File: config.mk
export PLATFORM = sky130hd
export DESIGN_NAME = mtf_max_cell
export DESIGN_NICKNAME = d
export VERILOG_FILES = /design/src/rtl/core/max_tracking_fifo_top_assert.svh /design/src/rtl/core/mtf_pkg.sv /design/src/rtl/core/mtf_max_cell.sv
export SDC_FILE = /design/constraint.sdc
export NUM_CORES = 1
export LEC_CHECK = 0
export BUFFER_PORTS_ARGS = -buffer_cell sky130_fd_sc_hd__buf_2
export CORE_ASPECT_RATIO = 0.6
export CORE_UTILIZATION = 40
export DETAILED_ROUTE_END_ITERATION = 10
export GPL_TIMING_DRIVEN = 0
export PLACE_DENSITY = 0.81
export SYNTH_ARGS = -nofsm -noshare
export SYNTH_HDL_FRONTEND = slang
export SYNTH_SLANG_ARGS = --single-unit
File: constraint.sdc
create_clock -name i_clk -period 6.6 [get_ports i_clk]
set_input_delay 1.65 -clock i_clk [delete_from_list [all_inputs] [get_ports i_clk]]
set_output_delay 1.65 -clock i_clk [all_outputs]
set_load 0.05 [all_outputs]
File: src/rtl/core/max_tracking_fifo_top_assert.svh
// ----------------------------------------------------------------------------
// Max tracking FIFO assertion macros
// Concurrent assertion wrappers on i_clk, disabled while i_rst_n is low.
// ----------------------------------------------------------------------------
`ifndef MAX_TRACKING_FIFO_TOP_ASSERT_SVH
`define MAX_TRACKING_FIFO_TOP_ASSERT_SVH

`ifndef SYNTHESIS

// The consequent holds in the same cycle as the antecedent.
`define MTF_ASSERT_SAME(lbl, ante, cons) \
    lbl: assert property (@(posedge i_clk) disable iff (!i_rst_n) (ante) |-> (cons)) \
        else $error("max tracking fifo: same-cycle check failed");

// The consequent holds in the cycle after the antecedent.
`define MTF_ASSERT_NEXT(lbl, ante, cons) \
    lbl: assert property (@(posedge i_clk) disable iff (!i_rst_n) (ante) |=> (cons)) \
        else $error("max tracking fifo: next-cycle check failed");

`else

`define MTF_ASSERT_SAME(lbl, ante, cons)
`define MTF_ASSERT_NEXT(lbl, ante, cons)

`endif

`endif

File: src/rtl/core/mtf_pkg.sv
// ----------------------------------------------------------------------------
// Max tracking FIFO package
// Depth, operation and status codes, and the types that link the cells.
// ----------------------------------------------------------------------------
`default_nettype none

package mtf_pkg;

    // Number of cells in each chain (at least 2).
    localparam int unsigned DEPTH = 64;

    // Operation codes carried by the action field.
    typedef enum logic {
        ACT_PUSH = 1'b0,
        ACT_POP  = 1'b1
    } t_action;

    // Result status codes.
    typedef enum logic [1:0] {
        ST_OK    = 2'd0,
        ST_EMPTY = 2'd1,
        ST_FULL  = 2'd2
    } t_status;

    // Command broadcast to every cell of a chain.
    typedef struct packed {
        logic               push;
        logic               shift;
        logic signed [31:0] value;
    } t_cmd;

    // State of a cell as seen by its neighbors and by the top level.
    typedef struct packed {
        logic               valid;
        logic signed [31:0] value;
    } t_elem_link;

    // Max cell state plus its compare against the pushed word.
    typedef struct packed {
        logic               valid;
        logic               less;
        logic signed [31:0] value;
    } t_max_link;

endpackage

`default_nettype wire

File: src/rtl/core/mtf_max_cell.sv
// ----------------------------------------------------------------------------
// Max cell
// One slot of the non-increasing max chain. On a push every slot holding a
// strictly smaller word is dropped and the first such slot (or the first
// empty one) takes the pushed word. A front removal shifts the chain.
// ----------------------------------------------------------------------------
`default_nettype none

module mtf_max_cell
    import mtf_pkg::*;
(
    input  wire logic       i_clk,
    input  wire logic       i_rst_n,
    input  wire t_cmd       i_cmd,
    input  wire logic       i_prev_valid,
    input  wire logic       i_prev_less,
    input  wire t_elem_link i_next,
    output t_max_link       o_link
);

    logic               r_valid;
    logic               n_valid;
    logic signed [31:0] r_value;
    logic signed [31:0] n_value;
    logic               less;
    logic               take;

    // Local compare against the pushed word.
    assign less = r_valid && (r_value < i_cmd.value);

    // This slot is the new tail when the slot ahead survives and this one
    // is either empty or dropped.
    assign take = i_prev_valid && !i_prev_less && (!r_valid || less);

    always_comb begin
        n_valid = r_valid;
        n_value = r_value;
        if (i_cmd.shift) begin
            n_valid = i_next.valid;
            n_value = i_next.value;
        end else if (i_cmd.push) begin
            if (take) begin
                n_valid = 1'b1;
                n_value = i_cmd.value;
            end else if (less) begin
                n_valid = 1'b0;
            end
        end
    end

    always_ff @(posedge i_clk) begin
        if (!i_rst_n) begin
            r_valid <= 1'b0;
        end else begin
            r_valid <= n_valid;
        end
    end

    always_ff @(posedge i_clk) begin
        r_value <= n_value;
    end

    assign o_link.valid = r_valid;
    assign o_link.less  = less;
    assign o_link.value = r_value;

endmodule

`default_nettype wire

Yosys cells after proc, flatten, opt, wreduce, memory -nomap -nowiden
Cells that the tools add are included.
{ "totals": {"register_bits": 33, "elab_cells": 21} }
{ "classes": {"magnitude_cmp": 1, "muxes": 7, "reduce_logical": 11} }
{ "ops": {"columns": ["op", "n"], "rows": [
  ["$mux 32", 3],
  ["$lt 32x32->1", 1],
  ["$mux 1", 4],
  ["$reduce_and 2->1", 2],
  ["$reduce_bool 2->1", 2],
  ["$logic_and 1x1->1", 3],
  ["$reduce_bool 3->1", 1],
  ["$logic_not 1->1", 2],
  ["$logic_or 1x1->1", 1]
]} }

Logic depth before layout (Yosys ltp)
{ "logic_depth": {"depth_word": 7, "depth_mapped": 9, "mapped_depth_nobuf": 8} }

Worst setup path after synthesis
No wires, ideal clock.
{ "synth_timing": {"path_kind": "input to register", "from": "input i_cmd[17] (netlist bit)", "to": "register r_value[0] (enable)", "arrival_ns": 4.645, "path_slack_ns": 1.515, "stages": 8, "path_cell_list": "inv_1 -> ha_1 -> a21o_1 -> a221o_1 -> a22oi_1 -> and3_2 -> a31oi_4 -> a31oi_1"} }
{ "synth_via": {"elab_chain_cells": 6} }
{ "synth_lines": {"columns": ["item", "line", "text"], "rows": [
  ["from (decl)", "mtf_max_cell.sv:14", "input wire t_cmd i_cmd,"],
  ["$lt 32x32->1", "mtf_max_cell.sv:29", "assign less = r_valid && (r_value < i_cmd.value);"],
  ["$logic_and 1x1->1", "mtf_max_cell.sv:29", null],
  ["$logic_or 1x1->1", "mtf_max_cell.sv:33", "assign take = i_prev_valid && !i_prev_less && (!r_valid || less);"],
  ["$logic_and 1x1->1", "mtf_max_cell.sv:33", null],
  ["$reduce_bool 2->1 (no source line)", null, null],
  ["$reduce_and 2->1 (no source line)", null, null],
  ["to (signal assigned)", "mtf_max_cell.sv:60", "r_value <= n_value;"],
  ["to (decl)", "mtf_max_cell.sv:23", "logic signed [31:0] r_value;"]
]} }
No other way between the ends.
A chain may end at the register's enable or synchronous reset.

Final worst setup path
{ "layout_timing": {"from": "input i_cmd[31] (netlist bit)", "to": "output o_link[32] (netlist bit)"} }
{ "layout_via": {"elab_chain_cells": 2} }
{ "layout_lines": {"columns": ["item", "line", "text"], "rows": [
  ["$lt 32x32->1", "mtf_max_cell.sv:29", null],
  ["$logic_and 1x1->1", "mtf_max_cell.sv:29", null],
  ["to (decl)", "mtf_max_cell.sv:18", "output t_max_link o_link"]
]} }
No other way between the ends.

==> impl_results.md <==
* Critical R2R Launch: r_value[31]
* Post-synth net total at 327
* Post-synthesis instance area at 0.002163 sq mm
* Compound-gate portion of the synthesized area at 0.1683
* Maximum number of pins on one net before global-route repair at 18
* Cell area power density at 212.0 mW/mm^2
* Total grt overflow at 0
* Vias at 1974
* Setup repair after global routing missed its margin: no
* Dominant combinational cell family by area after synthesis: adder cells
* Count of hold buffers inserted by post-cts repair at 0
* Total Die Area at between 0.005 and 0.006 sq mm
* Synthesized instance count at 225
* WL final at around 5400 um
* Mean routed wirelength per cell at 13.49 um
* Filler instances at 477
* Clock-pin slew on the worst setup and hold paths at 0.06 ns
* Clock latency on the worst-skew pair at 0.27 ns
* Antenna violation net count after detailed routing at 0
* Commonest cells post-synth: 39 x nand2_1, 37 x o21ai_0, 34 x inv_1
* Post-cts gate resize count at 0
* Flip-flop cell with the highest count after synthesis: edfxtp_1
* Worst slack at placement at ~1.1 ns
* Worst min path class: reg -> reg
* CTS Buf Count at 5
* First-pass GRT wire length at 8790 um
* Fraction of synthesized cell area in xor and xnor cells at 0
* Global-route usage over all layers at 0.2006
* Row cnt at 20
* Final design utilization at 0.5632
* Die width at 96.94 um
* Period utilization at 0.8239
* Diode insertion count for antenna repair at 0
* IO buf count at 104
* Yosys top cell by area: edfxtp_1
* Sinks on the clock net at 33
* Leading cell type by number of instances after synthesis: nand2_1
* Cell types with the largest area share after synthesis: edfxtp_1 44%, ha_1 18%, o21ai_0 8.6%, nand2_1 6.8%, inv_1 5.9%
* Endpoints failing setup at 0
* H-tree depth at 2
* Worst Setup End Kind: output pin
* Detailed placer's ending HPWL at 4522 um
* Startpoint Class: input pin
* Post-synthesis area per instance at 9.615 sq um
* Leakage dissipation at 1.454 nW
* Worst-path maximum fanout at 4
* Sequential-to-total area share from yosys stat at 0.4534
* Synth Area in Simple Gates at 0.1157
* Layout cell share with drive strength beyond 1 at 0.3550
* Initial standard-cell utilization of the core at 0.4217
* Mean number of vias per cell at 4.886
* DRC violations left at 0
* Post-CTS setup buffer count at 0
* Final hold violation count at 0
* Layout Skew at slightly below 0.006 ns
* Ys async rst share at 0
* Yosys warning total at 0
* Final Hold Slack at 0.6194 ns
* Data required time of the critical path at 4.95 ns
* Area of the placeable core at 0.005130 sq mm
* Synthesis-to-layout area growth at 33.55%
* Boundary pin count at about 110
* Maximum ir drop on the vdd rail at 0.08528 mV
* Critical Path Start: i_cmd[31]
* Crit path time final at 5.438 ns
* Number of enable flip-flop cells after synthesis at 32
* Max frequency at 183.9 MHz
* Max-slew headroom at the worst pin at 0.5364
* Max clock buf depth at 2
* Min-delay src: r_valid
* Number of storage elements in the synthesis netlist at 33
* Share of synthesized area spent on multiplexers at 0.005205
* PnR worst setup slack at 1.162 ns
* GP Congestion at 0.7797
* Footprint of the multi-input gates at 0.001028 sq mm
* CTS tree: done
* Initial antenna violation count at 0
* Violation count after the first detailed-routing iteration at 52
* Number of detailed-routing iterations run before antenna repair at 5
* Final net count at ~440
* Final Slew Violations at 0
* Post-synth cell types at 32
* Number of global-route vias before repair at approximately 1.8k
* Category of the critical setup timing path: in -> out
* Slew at the pin closest to its max-slew limit at approximately 0.70 ns
* Post-synthesis adder-cell area fraction at 0.1793
* Die Y-Extent at 58.97 um
* Data arrival time at the worst-slack endpoint at 3.79 ns
* Register area at 980.9 sq um
* Top cell type's share of synthesized area at 0.4442
* Post-Route Setup TNS at 0 ns
* CTS Root Buffer Type: clkbuf_8
* Run status: completed
* Max cap viols at 0
path summary, 6_finish.rpt:
path	endpoint	slack, ns	cells after the start
setup / recovery	o_link[32]	1.16	11
hold / removal	r_valid	0.62	3
setup reg to reg	r_value[16]	3.53	8
hold reg to reg	r_valid	0.62	3
layout make-up:
type | count | share of cell area
multi-input combinational | 149 | 0.3560
timing repair buffer | 105 | 0.1897
clock buffer | 8 | 0.02772
inverter | 34 | 0.04417
tap | 66 | 0.02858
buffer | 9 | 0.01429
sequential | 33 | 0.3395
registers in the layout, summed over array words and instances, names as in the netlist:
register  flops
r_value      32
r_valid       1
cell families (layout without fill, tap and decap cells):
kind of cell,Yosys count,in the layout
flip-flops,33,33
AO/OA/AOI/OAI,63,63
multiplexers,1,1
buffers and inverters,43,156
adder cells (fa/ha/maj),31,31
AND/OR/NAND/NOR,54,54
per-layer routing:
metal / GRT usage / share of wire
met1: 0.2990 / 0.53
met2: 0.3038 / 0.40
met3: 0.04157 / 0.055
met4: 0.03838 / 0.0048
met5: 0 / 0
cell usage in the layout, fill, tap and decap left out, drive strengths merged, types with 3 or more instances in the layout:
master / instances
clkbuf: 14
buf: 108
inv: 34
edfxtp: 32
nand4: 3
ha: 31
a21oi: 12
nand2: 39
a31oi: 5
o21ai: 37
worst max-delay path, cell delays in order:
cell and delay (ns):
buf_2 0.08, inv_1 0.04, ha_1 0.32, nand4_1 0.20
nor4_1 0.42, nand4_1 0.20, a31o_1 0.26, a31oi_4 0.23
nor2_1 0.06, buf_4 0.12, buf_2 0.20
report_power, final:
group / total [mW] / switching, mW / internal [mW] / leakage (nW)
Combinational: 0.203 / 0.136 / 0.0664 / 1.09
Clock: 0.143 / 0.0684 / 0.0749 / 0.0395
Sequential: 0.267 / 0.0112 / 0.255 / 0.327
stage by stage:
| step | std cells | instance area, sq um | power, mW |
|---|---|---|---|
| after floorplan | 225 | 2163 | 0.4075 |
| after global placement | 395 | 2766 | 0.4634 |
| after detailed placement | 396 | 2809 | 0.4732 |
| after CTS | 404 | 2889 | 0.6189 |
| after global routing | 404 | 2889 | 0.6480 |
| final | 404 | 2889 | 0.6124 |
Power figures use the tool's default switching activity.
