`src/rtl/core/max_tracking_fifo_top_assert.svh`:
```
// ----------------------------------------------------------------------------
// Max tracking FIFO assertion macros
// Concurrent assertion wrappers on i_clk, disabled while i_rst_n is low.
// ----------------------------------------------------------------------------
`ifndef MAX_TRACKING_FIFO_TOP_ASSERT_SVH
`define MAX_TRACKING_FIFO_TOP_ASSERT_SVH

`ifndef SYNTHESIS

// The consequent holds in the same cycle as the antecedent.
`define MTF_ASSERT_SAME(lbl, ante, cons) \
    lbl: assert property (@(posedge i_clk) disable iff (!i_rst_n) (ante) |-> (cons)) \
        else $error("max tracking fifo: same-cycle check failed");

// The consequent holds in the cycle after the antecedent.
`define MTF_ASSERT_NEXT(lbl, ante, cons) \
    lbl: assert property (@(posedge i_clk) disable iff (!i_rst_n) (ante) |=> (cons)) \
        else $error("max tracking fifo: next-cycle check failed");

`else

`define MTF_ASSERT_SAME(lbl, ante, cons)
`define MTF_ASSERT_NEXT(lbl, ante, cons)

`endif

`endif

```
`src/rtl/core/mtf_pkg.sv`:
```
// ----------------------------------------------------------------------------
// Max tracking FIFO package
// Depth, operation and status codes, and the types that link the cells.
// ----------------------------------------------------------------------------
`default_nettype none

package mtf_pkg;

    // Number of cells in each chain (at least 2).
    localparam int unsigned DEPTH = 64;

    // Operation codes carried by the action field.
    typedef enum logic {
        ACT_PUSH = 1'b0,
        ACT_POP  = 1'b1
    } t_action;

    // Result status codes.
    typedef enum logic [1:0] {
        ST_OK    = 2'd0,
        ST_EMPTY = 2'd1,
        ST_FULL  = 2'd2
    } t_status;

    // Command broadcast to every cell of a chain.
    typedef struct packed {
        logic               push;
        logic               shift;
        logic signed [31:0] value;
    } t_cmd;

    // State of a cell as seen by its neighbors and by the top level.
    typedef struct packed {
        logic               valid;
        logic signed [31:0] value;
    } t_elem_link;

    // Max cell state plus its compare against the pushed word.
    typedef struct packed {
        logic               valid;
        logic               less;
        logic signed [31:0] value;
    } t_max_link;

endpackage

`default_nettype wire

```
`src/rtl/core/mtf_elem_cell.sv`:
```
// ----------------------------------------------------------------------------
// Element cell
// One slot of the shift-register FIFO. A push fills the first empty slot;
// a pop moves every slot one place toward the front.
// ----------------------------------------------------------------------------
`default_nettype none

module mtf_elem_cell
    import mtf_pkg::*;
(
    input  wire logic       i_clk,
    input  wire logic       i_rst_n,
    input  wire t_cmd       i_cmd,
    input  wire logic       i_prev_valid,
    input  wire t_elem_link i_next,
    output t_elem_link      o_link
);

    logic               r_valid;
    logic               n_valid;
    logic signed [31:0] r_value;
    logic signed [31:0] n_value;

    // The first empty slot behind a full one takes the pushed word.
    always_comb begin
        n_valid = r_valid;
        n_value = r_value;
        if (i_cmd.shift) begin
            n_valid = i_next.valid;
            n_value = i_next.value;
        end else if (i_cmd.push && !r_valid && i_prev_valid) begin
            n_valid = 1'b1;
            n_value = i_cmd.value;
        end
    end

    // Valid flag is control state; the word itself needs no reset.
    always_ff @(posedge i_clk) begin
        if (!i_rst_n) begin
            r_valid <= 1'b0;
        end else begin
            r_valid <= n_valid;
        end
    end

    always_ff @(posedge i_clk) begin
        r_value <= n_value;
    end

    assign o_link.valid = r_valid;
    assign o_link.value = r_value;

endmodule

`default_nettype wire

```
`config.mk`:
```
export PLATFORM = sky130hd
export DESIGN_NAME = mtf_elem_cell
export DESIGN_NICKNAME = d
export VERILOG_FILES = /design/src/rtl/core/max_tracking_fifo_top_assert.svh /design/src/rtl/core/mtf_pkg.sv /design/src/rtl/core/mtf_elem_cell.sv
export SDC_FILE = /design/constraint.sdc
export NUM_CORES = 1
export LEC_CHECK = 0
export ABC_AREA = 1
export BUFFER_PORTS_ARGS = -buffer_cell sky130_fd_sc_hd__buf_2
export CAP_MARGIN = 40
export CORE_MARGIN = 2
export CORE_UTILIZATION = 37
export DETAILED_ROUTE_END_ITERATION = 12
export GPL_TIMING_DRIVEN = 0
export PLACE_DENSITY_LB_ADDON = 0.15
export SETUP_SLACK_MARGIN = 0.4
export SLEW_MARGIN = 30
export SYNTH_ARGS = -nofsm -noshare
export SYNTH_HDL_FRONTEND = slang
export SYNTH_SLANG_ARGS = --single-unit
```
`constraint.sdc`:
```
create_clock -name i_clk -period 1.6 [get_ports i_clk]
set_input_delay 0.32 -clock i_clk [delete_from_list [all_inputs] [get_ports i_clk]]
set_output_delay 0.32 -clock i_clk [all_outputs]
set_load 0.005 [all_outputs]
```
== After elaboration in Yosys (flattened, before gate mapping) ==
Index checks and enable logic that the tools add are counted.

* Logic and storage cells: 10
* Register bits: 33

* Multiplexer cells: 4
* Reduce and logical (&&, ||, !) cells: 4

{| class="wikitable"
|+ Operator list
! kind !! number
|-
| two-way mux 32 bit || 2
|-
| logical AND 1 bit || 2
|-
| two-way mux 1 bit || 2
|-
| nonzero test 2 bit || 1
|-
| logical NOT 1 bit || 1
|}

== Depth between registers and ports, before layout ==
* Depth in word-level cells: 5
* Mapped depth: 5
* Gate-level depth less buffers: 5

== Worst setup path after synthesis ==
No wires, ideal clock.

* Path kind: input to register
* Start point: in i_cmd[32] in the netlist's numbering
* End point: reg r_value[0] (enable)
* Setup slack: -0.104 ns
* Stages on the path: 4
* Arrival time: 1.314 ns
* Path buffers: 2
* Setup time: 0.389 ns
* Cell sequence: buf_6 > inv_8 > buf_6 > nand2_1

* Word-level cells in the longest chain between the ends: 1

{| class="wikitable"
|+ Ends and longest elaborated chain
! element !! line !! source
|-
| start, declared || mtf_elem_cell.sv:13 || <nowiki>input wire t_cmd i_cmd,</nowiki>
|-
| nonzero test 2 bit (no source line) || - ||
|-
| end signal, assigned || mtf_elem_cell.sv:47 || <nowiki>r_value <= n_value;</nowiki>
|-
| end, declared || mtf_elem_cell.sv:21 || <nowiki>logic signed [31:0] r_value;</nowiki>
|}

Every way passes these cells.
A chain may end at the register's enable or synchronous reset.

== Final worst setup path ==
* Start point: reg r_valid
* End point: out o_link[32] in the netlist's numbering

{| class="wikitable"
|+ RTL lines
! element !! line !! source
|-
| start, declared || mtf_elem_cell.sv:19 || <nowiki>logic r_valid;</nowiki>
|-
| start signal, assigned || mtf_elem_cell.sv:42 || <nowiki>r_valid <= n_valid;</nowiki>
|-
| end, declared || mtf_elem_cell.sv:16 || <nowiki>output t_elem_link o_link</nowiki>
|}

No word-level cell between the ends.

==> flow_metrics.py <==
metrics = {
    "pwr": {
        "ir_worst_vdd_mv": 0.393,
        "p_int_uw": 1490,
        "gate_power_share_pct": 16.7,
        "net-switching-power_uw": 466,
        "clock_power_share_pct": 29.4,
        "swShare_pct": 23.8,
        "p_seq_share_pct": 53.9,
        "powerDensity_nw_per_um2": 892,
        "leakagePower_uw": 0.00115,
    },
    "place": {
        "portBuffers": 101,
        "place_inst": 296,
        "gp_congestion": 0.741,
        "dpl.hpwl_um": 2540,
    },
    "routing": {
        "totalWireLength_um": 3570,
        "met2RoutedLength_um": 1820,
        "top_layer_used": "met4",
        "drc": 0,
        "m1_wire_length_um": 1460,
        "first_iter_violations": 56,
        "dr_wl_met3_um": 256,
        "wl_per_cell_um": 11.6,
        "drtAntennaViolNets": 0,
        "detail_route.vias_per_cell": 4.31,
        "via_count": 1323,
        "drt_pre_antenna_iters": 4,
    },
    "cts": {
        "clk_buf_depth": 2,
        "htree_num_levels": 2,
        "post_cts_buffers": 0,
        "root_buffer": "sky130_fd_sc_hd__clkbuf_8",
        "tritoncts": "done",
        "numCtsBuffers": 5,
        "clk_latency_ns": 0.28,
        "clkSlewWorstSetupHoldPaths_ns": 0.07,
        "tritoncts_num_sinks": 33,
    },
    "global_routing": {
        "grt_antenna_before_repair": 0,
        "grt_remaining_overflow": 0,
        "track_usage_pct": 15.0,
        "grt_start_max_net_pins": 33,
        "grt_pass1_vias": 1152,
        "grt_first_pass_wirelength_um": 4890,
    },
    "yosys": {
        "synthXorXnorAreaFrac_pct": 0,
        "postSynth.topFlopCell": "sky130_fd_sc_hd__edfxtp_1",
        "post_synth_main_area_contributors": "sky130_fd_sc_hd__edfxtp_1, sky130_fd_sc_hd__nand2_1, sky130_fd_sc_hd__nand2_2, sky130_fd_sc_hd__buf_6, sky130_fd_sc_hd__buf_4",
        "synth-seq-cells": 33,
        "synth.avg_cell_area_um2": 10.2,
        "post_synth_fa_ha_maj_area_fraction_pct": 0,
        "yosysSeqAreaShare_pct": 66.2,
        "synth_top_cells_by_count": "sky130_fd_sc_hd__nand2_1, sky130_fd_sc_hd__edfxtp_1, sky130_fd_sc_hd__nand2_2, sky130_fd_sc_hd__buf_4, sky130_fd_sc_hd__buf_6",
        "synthArstFlopShare_pct": 0,
        "ys_warns": 0,
        "post_synth_and_or_nand_nor_area_fraction_pct": 27.0,
        "synth_cells": 145,
        "syn_area_um2": 1480,
        "synth_top_family_by_area": "simple AND/OR/NAND/NOR gates",
        "synth_top_cell_area_share_pct": 64.8,
        "postSynthNetCount": 215,
        "synth_largest_area_cell": "sky130_fd_sc_hd__edfxtp_1",
        "yosys.cell_count.top_type": "sky130_fd_sc_hd__nand2_1",
        "count_of_flip_flops_with_a_built_in_enable_after_synthesis": 32,
        "synth_compound_gate_area_share_pct": 0.506,
        "synth.distinct_cells": 10,
        "synth_mux_area_share_pct": 0,
    },
    "status": {
        "status": "finished, final reports clean",
    },
    "finish": {
        "final_net_count": 326,
        "insertedDiodeCount": 0,
        "num-fill-cells": 385,
        "final_layout_size_suffix_gt1_share_pct": 50.6,
        "multi_input_comb_area_um2": 470,
        "ff_latch_area_um2": 981,
        "count_of_placed_standard_cells_in_the_final_layout_fillers_left_out": 307,
        "syn_to_final_growth_pct": 48.0,
    },
    "floorplanning": {
        "die_h_um": 67.3,
        "io-pin-count": 103,
        "die_width_um": 67.3,
        "std_cell_rows": 23,
        "total_die_area_um2": 4530,
        "initial_core_util_pct": 37.9,
        "floorplan.core_area_um2": 3910,
    },
    "timing": {
        "hold_vio_cnt_final": 0,
        "timing.final.setup_violations": 0,
        "maxClockFrequency_ghz": 0.878,
        "fin_tns_setup_ns": 0,
        "setup_repair_after_global_routing_missed_its_margin": "no",
        "period_minus_slack_ns": 1.14,
        "maxSlewViolCount": 0,
        "max_slew_margin_pct": 85.9,
        "worst-slew-pin-transition_ns": 0.211,
        "worst_clock_skew_ns": 0.00403,
        "final_cycle_share_pct": 71.2,
    },
    "critical_path": {
        "crit_arrival_ns": 0.82,
        "critical_path_peak_fanout": 2,
        "worstRegToRegCells": 3,
        "setup.worst_path.end_class": "primary output",
        "critical_path_required_ns": 1.28,
        "worstSetupPathType": "register to primary output",
        "setup.worst_path.start_class": "register",
    },
    "flow_run": {
        "max_cap_viol_count": 0,
    },
    "worst_hold_path": {
        "worst_hold_path.num_cells": 3,
        "worstHoldPathType": "input pin to register",
    },
}
## final cells by class
class                   count  area share (%)
clock inverters             3           0.570
clock buffers               5            3.14
repair buffers            101            23.0
well taps                  50            2.85
multi-input cells         104            21.4
flip-flops and latches     33            44.7
inverters                   3           0.855
plain buffers               8            3.42
## final timing paths
check                               start     endpoint  slack [ns]
worst max-delay path              r_valid   o_link[32]        0.46
worst max register to register    r_valid   r_value[7]        0.52
worst min-delay path            i_cmd[16]  r_value[16]        0.31
worst min register to register    r_valid      r_valid        0.60
## metal layers
| layer | global-route usage, % | vias to the layer above |
|---|---|---|
| met4 | 7.65 | 0 |
| met5 | 0 | - |
| met1 | 15.2 | 584 |
| met3 | 4.83 | 3 |
| li1 | - | 688 |
| met2 | 27.2 | 48 |
## critical path: stages (launching register included)
cell                      delay [ns]
sky130_fd_sc_hd__dfxtp_1        0.31
sky130_fd_sc_hd__buf_4          0.12
sky130_fd_sc_hd__buf_2          0.12
## registers in the layout, summed over array words and instances, names as in the netlist
register,count
r_valid,1
r_value,32
## timing repair
| action | 4_1_cts | 5_1_grt |
|---|---|---|
| resized for setup | 0 | 3 |
| hold buffers | 0 | 0 |
| setup endpoints to repair | 0 | 32 |
## metrics by stage
stage	total power (uW)	hold slack (ns)	util (%)	cell area, um^2	worst slack [ns]
after global routing	2060	0.296	56.1	2190	0.433
after CTS	1970	0.297	54.9	2150	0.425
final	1960	0.306	56.1	2190	0.461
after global placement	1380	0.551	52.8	2070	0.382
after detailed placement	1390	0.554	52.8	2070	0.381
after floorplan	1210	0.493	-	1500	0.488
## power by group through the flow
stage | registers (uW) | clock network [uW] | logic [uW]
floorplan | 1090 | 0 | 124
global placement | 1070 | 0 | 312
detailed placement | 1070 | 0 | 316
CTS | 1060 | 597 | 316
global route | 1060 | 630 | 365
finish | 1060 | 576 | 326
## logic make-up (layout without fill, tap and decap cells)
logic type      count (synthesis)  count (layout)
buf+inv                        11             120
compound gates                  1               1
simple gates                  100             103
flops                          33              33
## layout by cell type (no fill, tap or decap), drive strengths merged
cell    netlist  routed
edfxtp       32      32
buf           8     109
dfxtp         1       1
nand2        98     101
clkbuf        0       5
clkinv        0       3
inv           3       3
nand3         2       2
o21a          1       1
Note: power is estimated with default switching activity, not from simulation.
